$ cat src/hdl/tswo_pkg.sv
// Shared constants and helper functions for the torus surface wrap pipeline.
package tswo_pkg;

  localparam int GUARD_BITS = 8;
  localparam logic [31:0] INV_GAIN = 32'h9B74EDA8;
  localparam int CFG_IDX_W = 1;

  typedef enum logic [CFG_IDX_W-1:0] {
    CFG_MAJOR_RADIUS = 1'b0,
    CFG_MINOR_RADIUS = 1'b1
  } cfg_idx_e;

  // arctangent of 2^-i in turns, 2^32 per turn
  function automatic logic [31:0] atan_turn(input int idx);
    logic [31:0] r;
    case (idx)
      0: r = 32'h20000000;  1: r = 32'h12E4051D;  2: r = 32'h09FB385B;
      3: r = 32'h051111D4;  4: r = 32'h028B0D43;  5: r = 32'h0145D7E1;
      6: r = 32'h00A2F61E;  7: r = 32'h00517C55;  8: r = 32'h0028BE53;
      9: r = 32'h00145F2E; 10: r = 32'h000A2F98; 11: r = 32'h000517CC;
      12: r = 32'h00028BE6; 13: r = 32'h000145F3; 14: r = 32'h0000A2F9;
      15: r = 32'h0000517C; 16: r = 32'h000028BE; 17: r = 32'h0000145F;
      18: r = 32'h00000A2F; 19: r = 32'h00000517; 20: r = 32'h0000028B;
      21: r = 32'h00000145; 22: r = 32'h000000A2; 23: r = 32'h00000051;
      24: r = 32'h00000028; 25: r = 32'h00000014; 26: r = 32'h0000000A;
      27: r = 32'h00000005; 28: r = 32'h00000002; 29: r = 32'h00000001;
      default: r = 32'h00000000;
    endcase
    return r;
  endfunction

  // round half up a 2^32 turn angle to 2^16 per turn
  function automatic logic [15:0] round_turn16(input logic [31:0] a);
    logic [31:0] s;
    s = a + 32'h00008000;
    return s[31:16];
  endfunction

  // product in Q30 -> round half up, saturate to signed 32 bits
  function automatic logic [31:0] sat_round30(input logic signed [71:0] p);
    logic signed [71:0] t;
    t = (p + 72'sh20000000) >>> 30;
    if (t > 72'sh7FFFFFFF) return 32'h7FFFFFFF;
    if (t < 72'shFF_FFFF_FFFF_8000_0000) return 32'h80000000;
    return t[31:0];
  endfunction

endpackage

$ cat src/hdl/tswo_vec_cell.sv
// One vectoring CORDIC step: rotates (x, y) toward y = 0, accumulates the angle.
module tswo_vec_cell import tswo_pkg::*; #(
  parameter int W   = 44,
  parameter int IDX = 0,
  parameter int SW  = 1
) (
  input  logic                clk_i,
  input  logic                rst_ni,
  input  logic                valid_i,
  input  logic signed [W-1:0] x_i,
  input  logic signed [W-1:0] y_i,
  input  logic [31:0]         a_i,
  input  logic [SW-1:0]       side_i,
  output logic                valid_o,
  output logic signed [W-1:0] x_o,
  output logic signed [W-1:0] y_o,
  output logic [31:0]         a_o,
  output logic [SW-1:0]       side_o
);

  logic signed [W-1:0] dx, dy;
  assign dx = x_i >>> IDX;
  assign dy = y_i >>> IDX;

  always_ff @(posedge clk_i or negedge rst_ni) begin
    if (!rst_ni) valid_o <= 1'b0;
    else valid_o <= valid_i;
  end

  always_ff @(posedge clk_i) begin
    side_o <= side_i;
    if (!y_i[W-1]) begin
      x_o <= x_i + dy;
      y_o <= y_i - dx;
      a_o <= a_i + atan_turn(IDX);
    end else begin
      x_o <= x_i - dy;
      y_o <= y_i + dx;
      a_o <= a_i - atan_turn(IDX);
    end
  end

endmodule

$ cat config.mk
export PLATFORM = sky130hd
export DESIGN_NAME = tswo_vec_cell
export DESIGN_NICKNAME = d
export VERILOG_FILES = /design/src/hdl/tswo_pkg.sv /design/src/hdl/tswo_vec_cell.sv
export SDC_FILE = /design/constraint.sdc
export NUM_CORES = 1
export LEC_CHECK = 0
export BUFFER_PORTS_ARGS = -buffer_cell sky130_fd_sc_hd__buf_2
export CORE_MARGIN = 5
export CORE_UTILIZATION = 33
export DETAILED_ROUTE_END_ITERATION = 6
export SLEW_MARGIN = 5
export SYNTH_ARGS = -nofsm -noshare
export SYNTH_HDL_FRONTEND = slang
export SYNTH_SLANG_ARGS = --single-unit
export TNS_END_PERCENT = 20
$ cat constraint.sdc
create_clock -name clk_i -period 0.8 [get_ports clk_i]
set_clock_uncertainty 0.2 [all_clocks]
set_input_delay 0.16 -clock clk_i [delete_from_list [all_inputs] [get_ports clk_i]]
set_output_delay 0.16 -clock clk_i [all_outputs]
set_load 0.1 [all_outputs]
## Word level (Yosys, flattened, before mapping)

Cells that the tools add are included.

- Output and inout bits: 122
- Input port bits: 124
- Logic and storage cells: 13
- Flip-flop bits (word level): 122

- Mux-type cells: 3
- $add $sub $neg: 5

Operators with widths:

| operator | number |
|---|---|
| 2-to-1 mux 44 bit | 2 |
| subtractor 44 bit | 2 |
| adder 44 bit | 1 |
| adder 32 x 30 -> 32 bit, second input constant | 1 |
| 2-to-1 mux 32 bit | 1 |
| subtractor 32 x 30 -> 32 bit, second input constant | 1 |

## Logic depth before layout (Yosys ltp)

Gate-level depths: netlist of run 1.

- Depth after elaboration: 2
- Depth in mapped cells: 13
- Gate-level depth less buffers: 12

## Worst setup path after synthesis of run 1

OpenSTA, ideal clock, no wires.

- Kind: input-to-reg
- From: in x_i[0]
- To: reg x_o[40]
- Required time: 528 ps
- Path slack: -2049 ps
- Cell stages on the path: 12
- Arrival time: 2576 ps
- Setup time: 72 ps
- Buffers on the path: 0
- Cells stage by stage: inv_1 ha_1 fa_1 nor2b_1 a221oi_1 o31a_1 o41ai_2 a2bb2oi_1 a21oi_1 o211a_1 a221oi_1 xnor2_1

- Word-level cells in the longest chain between the ends: 2
- Elaborated cells between the ends (all ways): 3
- Classes of those cells: 2 x add/sub; 1 x mux

RTL lines:

| what | line | text |
|---|---|---|
| start: declaration | tswo_vec_cell.sv:10 | `input logic signed [W-1:0] x_i,` |
| adder 44 bit or subtractor 44 bit (tied branches) | tswo_vec_cell.sv:33, tswo_vec_cell.sv:37 |  |
| 2-to-1 mux 44 bit * | tswo_vec_cell.sv:32 | `if (!y_i[W-1]) begin` |
| end signal: assignment | tswo_vec_cell.sv:33 | `x_o <= x_i + dy;` |
| end signal: assignment | tswo_vec_cell.sv:37 | `x_o <= x_i - dy;` |
| end: declaration | tswo_vec_cell.sv:15 | `output logic signed [W-1:0] x_o,` |

Mark *: on every way between the ends. The rest lies on a longest branch, timed or not.

## Worst setup path after layout of run 1

- From: in y_i[24]
- To: reg y_o[38]

- Word-level cells in the longest chain between the ends: 2
- Elaborated cells between the ends (all ways): 3
- Classes of those cells: 2 x add/sub; 1 x mux

RTL lines:

| what | line | text |
|---|---|---|
| start: declaration | tswo_vec_cell.sv:11 | `input logic signed [W-1:0] y_i,` |
| subtractor 44 bit or adder 44 bit (tied branches) | tswo_vec_cell.sv:34, tswo_vec_cell.sv:38 |  |
| 2-to-1 mux 44 bit * | tswo_vec_cell.sv:32 |  |
| end signal: assignment | tswo_vec_cell.sv:34 | `y_o <= y_i - dx;` |
| end signal: assignment | tswo_vec_cell.sv:38 | `y_o <= y_i + dx;` |
| end: declaration | tswo_vec_cell.sv:16 | `output logic signed [W-1:0] y_o,` |

Marks and branches as above.

==> out/qor.txt, run 1 <==
Initial Utilization: 33.2%
Largest net degree at the start of global routing: 47
Port bufs: 245
Pre-CTS setup slack: -2420 ps
Post-layout min period: 2600 ps
Fillers: 2520
WHS: -257 ps
Cell Rows: 66
Area Overhead vs Synth: 107%
Share of post-route cells with drive strength above 1: 58.0%
Hold EP: x_o[43]
Synthesis Warnings: 0
WS Path Type: in -> reg
Detail-routed via count per cell: 5.26
Hold path cells: 2
Post-detail-place hpwl: 42000 um
Routed WL: 53200 um
Number of routed nets with antenna violations: 0
Post-synth EDFFs: 0
H-Tree Depth: 4
Reg clk slew, reported paths: 70 ps
Post-synth net total: 1677
Syn avg cell area: 7.54 um2
Final Total Pwr: 44.6 mW
Pleak: 10.1 nW
Final Max Slew Viols: 0
Hold WC Path Type: in -> reg
Number of top-level pins: 246
Vias in the first global route: 14500
CTS Buf Count: 17
# DRC: 1
Synth area leaders: dfxtp_1, ha_1, a21oi_1
F_max: 0.385 GHz
Die W: 190 um
CTS tree: built
Fraction of registers with async set/reset: 0.826%
Synth cell types: 75
# clock sinks: 121
GRT Overall Usage: 28.4%
Routability cong.: 1.00
Violations in the final reports: design-rule violations, negative hold slack, negative setup slack
Synth area leader: dfxtp_1
Antenna violations before repair: 0
Tcrit/Tclk final: 325%
Vias post-DR: 14200
Antenna cells: 0
Mapped Area: 0.0107 mm2
VDD IR-drop max: 1.83 mV
Root buffer selected by CTS: clkbuf_16
Hold-fix buffers, CTS: 33
Actual slew at the worst max-slew pin: 608 ps
Final Worst Setup Slack: -1800 ps
FF+latch count, synth: 121
Longest Clk Path Bufs: 2
Final Hold Fails: 9
CP Capture Type: register
Final Setup Violations: 210
Die Y: 190 um
Status: complete, but fails checks
Overflow after GRT: 0
Global-route wire length before repair: 80600 um
TritonRoute pass-1 iters: 7
Main synth FF type: dfxtp_1
Drt initial violations: 1135
Power per standard cell area: 2020 mW/mm2
Hold path startpoint: x_i[43]
Die Area: 0.0361 mm2
Relative slew slack: 58.4%
Final nets: 2498
Worst Path Arrival: 2780 ps
Worst setup SP type: primary input
Max-Cap Viols: 0
WL/cell: 19.7 um
RSZ-0062 raised after global routing: true
Top cell type's share of synthesized area: 22.4%
Post-synthesis sequential area ratio: 22.7%
Crit-path max FO: 6
Core area: 0.0323 mm2
Synthesized instance count: 1420
Crit path required time: 990 ps
## stage by stage
stage          instance area, um2  hold slack (ps)  cells  setup TNS (ps)  utilization [%]
3_5_place_dp                19000             -262   2580         -175010             58.9
2_1_floorplan               11800             -336   1420         -172230                -
4_1_cts                     21700             -289   2687         -178430             67.2
5_1_grt                     22100             -275   2696         -188140             68.5
3_3_place_gp                19000             -265   2580         -172120             58.9
6_report                    22100             -257   2696         -178500             68.5
## synthesized netlist by cell type (5+ instances only)
master and n:
a221oi_1 7, o21ai_0 94, or3_1 7, a21oi_1 156, o21bai_1 30, nand2_1 95, a21boi_0 11, a211oi_1 15
a21o_1 29, ha_1 129, inv_1 130, and2_1 7, nor2_1 123, nor2b_1 19, o21a_1 19, dfxtp_1 120
buf_1 12, xnor2_1 74, xor2_1 12, nand4_1 27, o22ai_1 5, a311oi_1 5, nor4_1 17, or2_2 5
nand2b_1 18, buf_2 11, a2111oi_0 7, clkbuf_1 41, o31ai_1 21, nor3_1 35, a31oi_1 11, o211ai_1 13
mux2i_1 17, nand3_1 22
## layout make-up
cell class / count / area [um2] / share of cell area (%)
clock inverters: 15 / 198 / 0.893
multi-input cells: 1099 / 9570 / 43.2
clock buffers: 17 / 425 / 1.92
inverters: 134 / 557 / 2.52
flip-flops and latches: 121 / 2590 / 11.7
well taps: 442 / 553 / 2.50
repair buffers: 868 / 8240 / 37.2
## per-layer routing
layer	up-vias	GRT usage (%)	routed length, um
met3	126	5.74	4270
met4	0	11.0	1960
met2	692	46.0	24200
met1	6685	37.3	22700
li1	6667	-	-
met5	-	0	0
## power breakdown
part           leakage, nW  switching, mW  internal (mW)
clock network        0.304           3.67           4.78
logic                 8.78           16.2           11.3
registers             1.03           1.12           7.50
## registers in the layout, indices dropped and copies added, names as in the netlist
| signal | flops |
|---|---|
| valid_o | 1 |
| y_o | 44 |
| side_o | 1 |
| a_o | 32 |
| x_o | 43 |
## worst max-delay path, stage by stage
cell      delay, ps
buf_2           130
ha_4            280
nor4_4          330
nand2_2         140
nor4_4          210
o211ai_1        230
and4_1          240
a211o_4         310
or3_1           330
a311oi_2        270
xnor2_1         140
## repair_timing
item                                    in CTS  in global routing
resized for setup                          393                114
endpoints found under the hold margin       42                  9
endpoints found under the setup margin     210                210
setup buffers                               47                 11
pin swaps                                  129                 55
gates cloned                                 0                  0
## logic make-up (layout without fill, tap and decap cells)
| logic type | count (synthesis) | count (layout) | synth area share (%) |
|---|---|---|---|
| xor gates and xnor gates | 86 | 86 | 7.04 |
| and+or+nand+nor | 392 | 392 | 17.7 |
| muxes | 17 | 17 | 1.59 |
| adders and majority gates | 133 | 133 | 15.8 |
| AOI/OAI and AO/OA | 471 | 471 | 27.9 |
| buffers and inverters | 200 | 1034 | 7.25 |
| DFF | 121 | 121 | 22.7 |
## worst max-delay path by stage
stage	start	endpoint	slack [ps]	cells past startpoint
finish	y_i[24]	y_o[38]	-1800	11
global route	x_i[1]	x_o[40]	-1840	13
CTS	x_i[1]	y_o[38]	-1750	12
detailed placement	x_i[0]	x_o[42]	-2420	15
global placement	x_i[0]	x_o[42]	-2380	15
floorplan	x_i[0]	x_o[38]	-1960	12
## placed cells by master (no fill, tap or decap), drive strengths merged, types with 11 or more instances in the layout
master	count
a211oi	15
a21boi	12
a21o	29
a21oi	156
a31oi	11
buf	835
clkbuf	17
dfxtp	120
dlygate4sd3	32
ha	129
inv	139
mux2i	17
nand2	96
nand2b	18
nand3	22
nand4	27
nor2	123
nor2b	19
nor3	36
nor4	20
o211ai	13
o21a	19
o21ai	95
o21bai	30
o31ai	21
xnor2	74
xor2	12
No activity file was read; power rests on OpenSTA's default activity.
==> run 2: changes to the inputs <==
Settings changed: SKIP_LAST_GASP from default to 1, TNS_END_PERCENT 20 to 1.
==> out/qor.txt, run 2 (synthesis gave the netlist of run 1 again) <==
Fillers: 2843
Violations in the final reports: negative hold slack, negative setup slack
Post-layout min period: 2780 ps
VDD IR-drop max: 1.99 mV
GRT Overall Usage: 27.7%
Initial Utilization: 33.2%
Die Area: 0.0361 mm2
Routability cong.: 0.992
Longest Clk Path Bufs: 2
Antenna violations before repair: 1
Core area: 0.0323 mm2
Max-Cap Viols: 0
Non-filler instance count after layout: 2692
Worst setup SP type: primary input
Final Util: 61.6%
Vias in the first global route: 13700
WS Path Type: in -> reg
RSZ-0062 raised after global routing: true
Number of routed nets with antenna violations: 0
Final Worst Setup Slack: -1980 ps
Register area: 0.00243 mm2
Max reg flops: 44
Crit path cell chain: buf_2 -> inv_1 -> ha_1 -> buf_4 -> nor4_4 -> nand2_2 -> nor4_2 -> o211ai_1 -> and4_1 -> a211o_4 -> or3_1 -> a311oi_2 -> xnor2_1
Final Setup Violations: 210
CP Capture Type: register
Family with the most delay on the worst path: simple AND/OR/NAND/NOR gates
CTS tree: built
Vias post-DR: 13800
Area Overhead vs Synth: 85.9%
Inst Count DP: 2626
Most frequent cells in the layout: buf_4, a21oi_1, buf_12, inv_1, nor2_1
Antenna cells: 0
# clock sinks: 121
Die W: 190 um
Crit-path max FO: 5
Relative slew slack: 57.7%
CTS Buf Count: 17
Pleak: 9.59 nW
WHS: -264 ps
Final Max Slew Viols: 0
Detail-routed via count per cell: 5.12
Final Total Pwr: 41.2 mW
Hold EP: y_o[43]
Hold-fix buffers, CTS: 33
Post-detail-place hpwl: 42900 um
Hold path cells: 2
Share of post-route cells with drive strength above 1: 42.6%
Hold WC Path Type: in -> reg
Final nets: 2494
Drt initial violations: 1433
Largest net degree at the start of global routing: 41
Cell Rows: 66
Status: complete, but fails checks
CP max-delay cell: nor4_4
Crit path required time: 970 ps
Tcrit/Tclk final: 348%
WL/cell: 19.1 um
Area of the multi-input gates: 0.00798 mm2
Final Hold Fails: 6
Largest regs: y_o: 44 flops, x_o: 43 flops, a_o: 32 flops
Root buffer selected by CTS: clkbuf_16
Hold path startpoint: x_i[43]
Routed WL: 51400 um
F_max: 0.359 GHz
Worst Path Arrival: 2960 ps
Max incr delay on CP: 380 ps
Commonest non-fill, non-tap cell in the layout: buf_4
H-Tree Depth: 4
Global-route wire length before repair: 78300 um
Power per standard cell area: 2070 mW/mm2
Buf/Inv on CP: 3
Number of top-level pins: 246
Overflow after GRT: 0
# DRC: 0
Largest Register: y_o
Port bufs: 245
Reg clk slew, reported paths: 60 ps
TritonRoute pass-1 iters: 5
Die Y: 190 um
Actual slew at the worst max-slew pin: 629 ps
==> run 2: cell types whose count changed in the layout (fill, tap and decap cells not counted), moves of 24 or more <==
cell	change
buf_4	+44
a21oi_1	+45
ha_4	-26
buf_6	-55
o21ai_0	+50
dfxtp_1	+119
o21ai_1	-24
a21oi_2	-36
dfxtp_2	-114
==> run 2: worst max-delay path by stage <==
stage               startpoint       to  depth (start not counted)
floorplan               x_i[0]  x_o[38]                         12
global placement       x_i[11]  y_o[25]                         13
detailed placement     x_i[11]  y_o[25]                         13
CTS                    x_i[24]  y_o[38]                         13
global route            x_i[0]  y_o[42]                         15
finish                 x_i[24]  y_o[38]                         13
==> run 2: metrics by stage <==
step / setup TNS (ps) / area [um2] / worst slack, ps
after detailed placement: -189400 / 18600 / -2560
final: -198720 / 19900 / -1980
after global placement: -187780 / 18600 / -2640
after floorplan: -185750 / 10800 / -1960
after global routing: -212630 / 19900 / -2060
after CTS: -199630 / 19800 / -1930
==> run 2: power by group <==
part	internal [mW]	switching, mW
Sequential	7.24	1.12
Combinational	10.1	15.2
Clock	4.02	3.41
==> run 2: cell type report <==
class / count / share of cell area (%)
multi-input combinational: 1099 / 40.1
tap: 442 / 2.78
clock buffer: 18 / 2.16
clock inverter: 14 / 0.572
sequential: 121 / 12.2
inverter: 134 / 2.56
timing repair buffer: 864 / 39.6
==> run 2: timing repair <==
item,in CTS,in global routing
hold endpoints to repair,38,6
setup endpoints to repair,210,210
setup buffers,3,1
pin swaps,21,7
resized for setup,73,25
==> run 2: per-layer routing <==
layer  vias up  track usage (%)  share of wire [%]
met5         -                0                  0
met4         0             6.82                2.1
met3        60             4.61                7.9
met2       577             44.1                 45
met1      6489             39.0                 45
li1       6649                -                  -
==> run 3: changes to the inputs <==
Clock period 0.8 ns to 3.2 ns, I/O delays scaled along.
==> out/qor.txt, run 3 (synthesis gave the netlist of run 1 again) <==
Family with the most delay on the worst path: compound AO/OA/AOI/OAI gates
Fillers: 3155
TritonRoute pass-1 iters: 5
CP max-delay cell: fa_2
Global-route wire length before repair: 71600 um
WL/cell: 18.7 um
Max reg flops: 44
Max incr delay on CP: 410 ps
Crit path required time: 3330 ps
DP Area: 0.0157 mm2
CTS tree: built
Detail-routed via count per cell: 5.14
Actual slew at the worst max-slew pin: 555 ps
Worst setup SP type: primary input
Area Overhead vs Synth: 57.2%
Antenna cells: 0
CTS Buf Count: 17
Relative slew slack: 62.6%
Setup tns final: -35.7 ps
Non-filler instance count after layout: 2534
CP endpoint: y_o[38]
Commonest non-fill, non-tap cell in the layout: buf_4
H-Tree Depth: 4
Cell Rows: 66
Core area: 0.0323 mm2
Worst Setup SP: y_i[0]
Max-Cap Viols: 0
GRT Overall Usage: 25.3%
Longest Clk Path Bufs: 2
WS Path Type: in -> reg
Initial Utilization: 33.2%
Largest Register: y_o
Status: complete, but fails checks
Die Y: 190 um
Area of the multi-input gates: 0.00803 mm2
Hold WC Path Type: in -> reg
Die Area: 0.0361 mm2
Antenna violations before repair: 0
# clock sinks: 121
Worst Path Arrival: 3360 ps
RSZ-0062 raised after global routing: true
Final nets: 2336
Final Total Pwr: 9.04 mW
Final Worst Setup Slack: -35.7 ps
Buf/Inv on CP: 2
Die W: 190 um
Routed WL: 47400 um
Vias post-DR: 13000
Crit path cell chain: buf_8 -> ha_4 -> inv_2 -> fa_2 -> nor3_4 -> o31ai_4 -> a21boi_4 -> o211ai_1 -> and4_1 -> a211o_1 -> or3_4 -> a311oi_2 -> xnor2_1
Post-layout min period: 3240 ps
Crit-path max FO: 3
Routability cong.: 1.02
CP Capture Type: register
Final Util: 52.1%
Violations in the final reports: negative setup slack
Share of post-route cells with drive strength above 1: 39.8%
Port bufs: 245
VDD IR-drop max: 0.618 mV
Drt initial violations: 1172
Final Hold Fails: 0
Final Setup Violations: 1
WHS: 92.4 ps
Most frequent cells in the layout: buf_4, buf_2, a21oi_1, inv_1, nor2_1
Pre-CTS setup slack: -641 ps
Largest net degree at the start of global routing: 40
Number of top-level pins: 246
Vias in the first global route: 12800
Overflow after GRT: 0
Power per standard cell area: 537 mW/mm2
Register area: 0.00243 mm2
Final Max Slew Viols: 0
Post-detail-place hpwl: 39700 um
Tcrit/Tclk final: 101%
Reg clk slew, reported paths: 60 ps
Pleak: 8.19 nW
Number of cells on the critical path: 13
Inst Count DP: 2497
F_max: 0.309 GHz
Number of routed nets with antenna violations: 0
# DRC: 0
Root buffer selected by CTS: clkbuf_16
Final instance area: 0.0168 mm2
Largest regs: y_o: 44 flops, x_o: 43 flops, a_o: 32 flops
[run 3: cell count changes in the layout (fill, tap and decap cells not counted), sizes merged]
cell	delta
clkinv	-4
dlygate4sd3	-32
inv	+2
bufinv	+1
buf	-126
clkinvlp	+1
[run 3: where the power goes]
group / internal [mW] / switching, mW / total [mW]
clock network: 1.11 / 0.832 / 1.94
logic: 1.47 / 3.73 / 5.20
registers: 1.80 / 0.0949 / 1.90
total: 4.38 / 4.66 / 9.04
[run 3: cell type report]
class / instances / share of cell area [%]
clock buffer: 18 / 2.61
clock inverter: 14 / 0.803
inverter: 134 / 3.00
multi-input combinational: 1099 / 47.7
sequential: 121 / 14.4
tap: 442 / 3.29
timing repair buffer: 706 / 28.1
[run 3: layer usage]
| layer | up-vias | global-route usage (%) | routed length (um) |
|---|---|---|---|
| li1 | 6314 | - | - |
| met1 | 6094 | 35.3 | 21800 |
| met4 | 0 | 8.04 | 1310 |
| met5 | - | 0 | 0 |
| met2 | 544 | 38.9 | 20500 |
| met3 | 65 | 5.49 | 3740 |
[run 3: timing repair]
item,CTS,global route
setup endpoints to repair,22,46
buffers inserted,0,7
resized for setup,4,100
endpoints found under the hold margin,1,0
hold buffers,1,0
pin swaps,0,29
[run 3: worst min-delay path by stage]
stage | endpoint | cells after the start | start
5_1_grt | a_o[28] | 1 | a_i[28]
2_1_floorplan | valid_o | 0 | rst_ni
4_1_cts | a_o[28] | 1 | a_i[28]
3_5_place_dp | valid_o | 1 | rst_ni
6_report | a_o[28] | 1 | a_i[28]
3_3_place_gp | valid_o | 1 | rst_ni
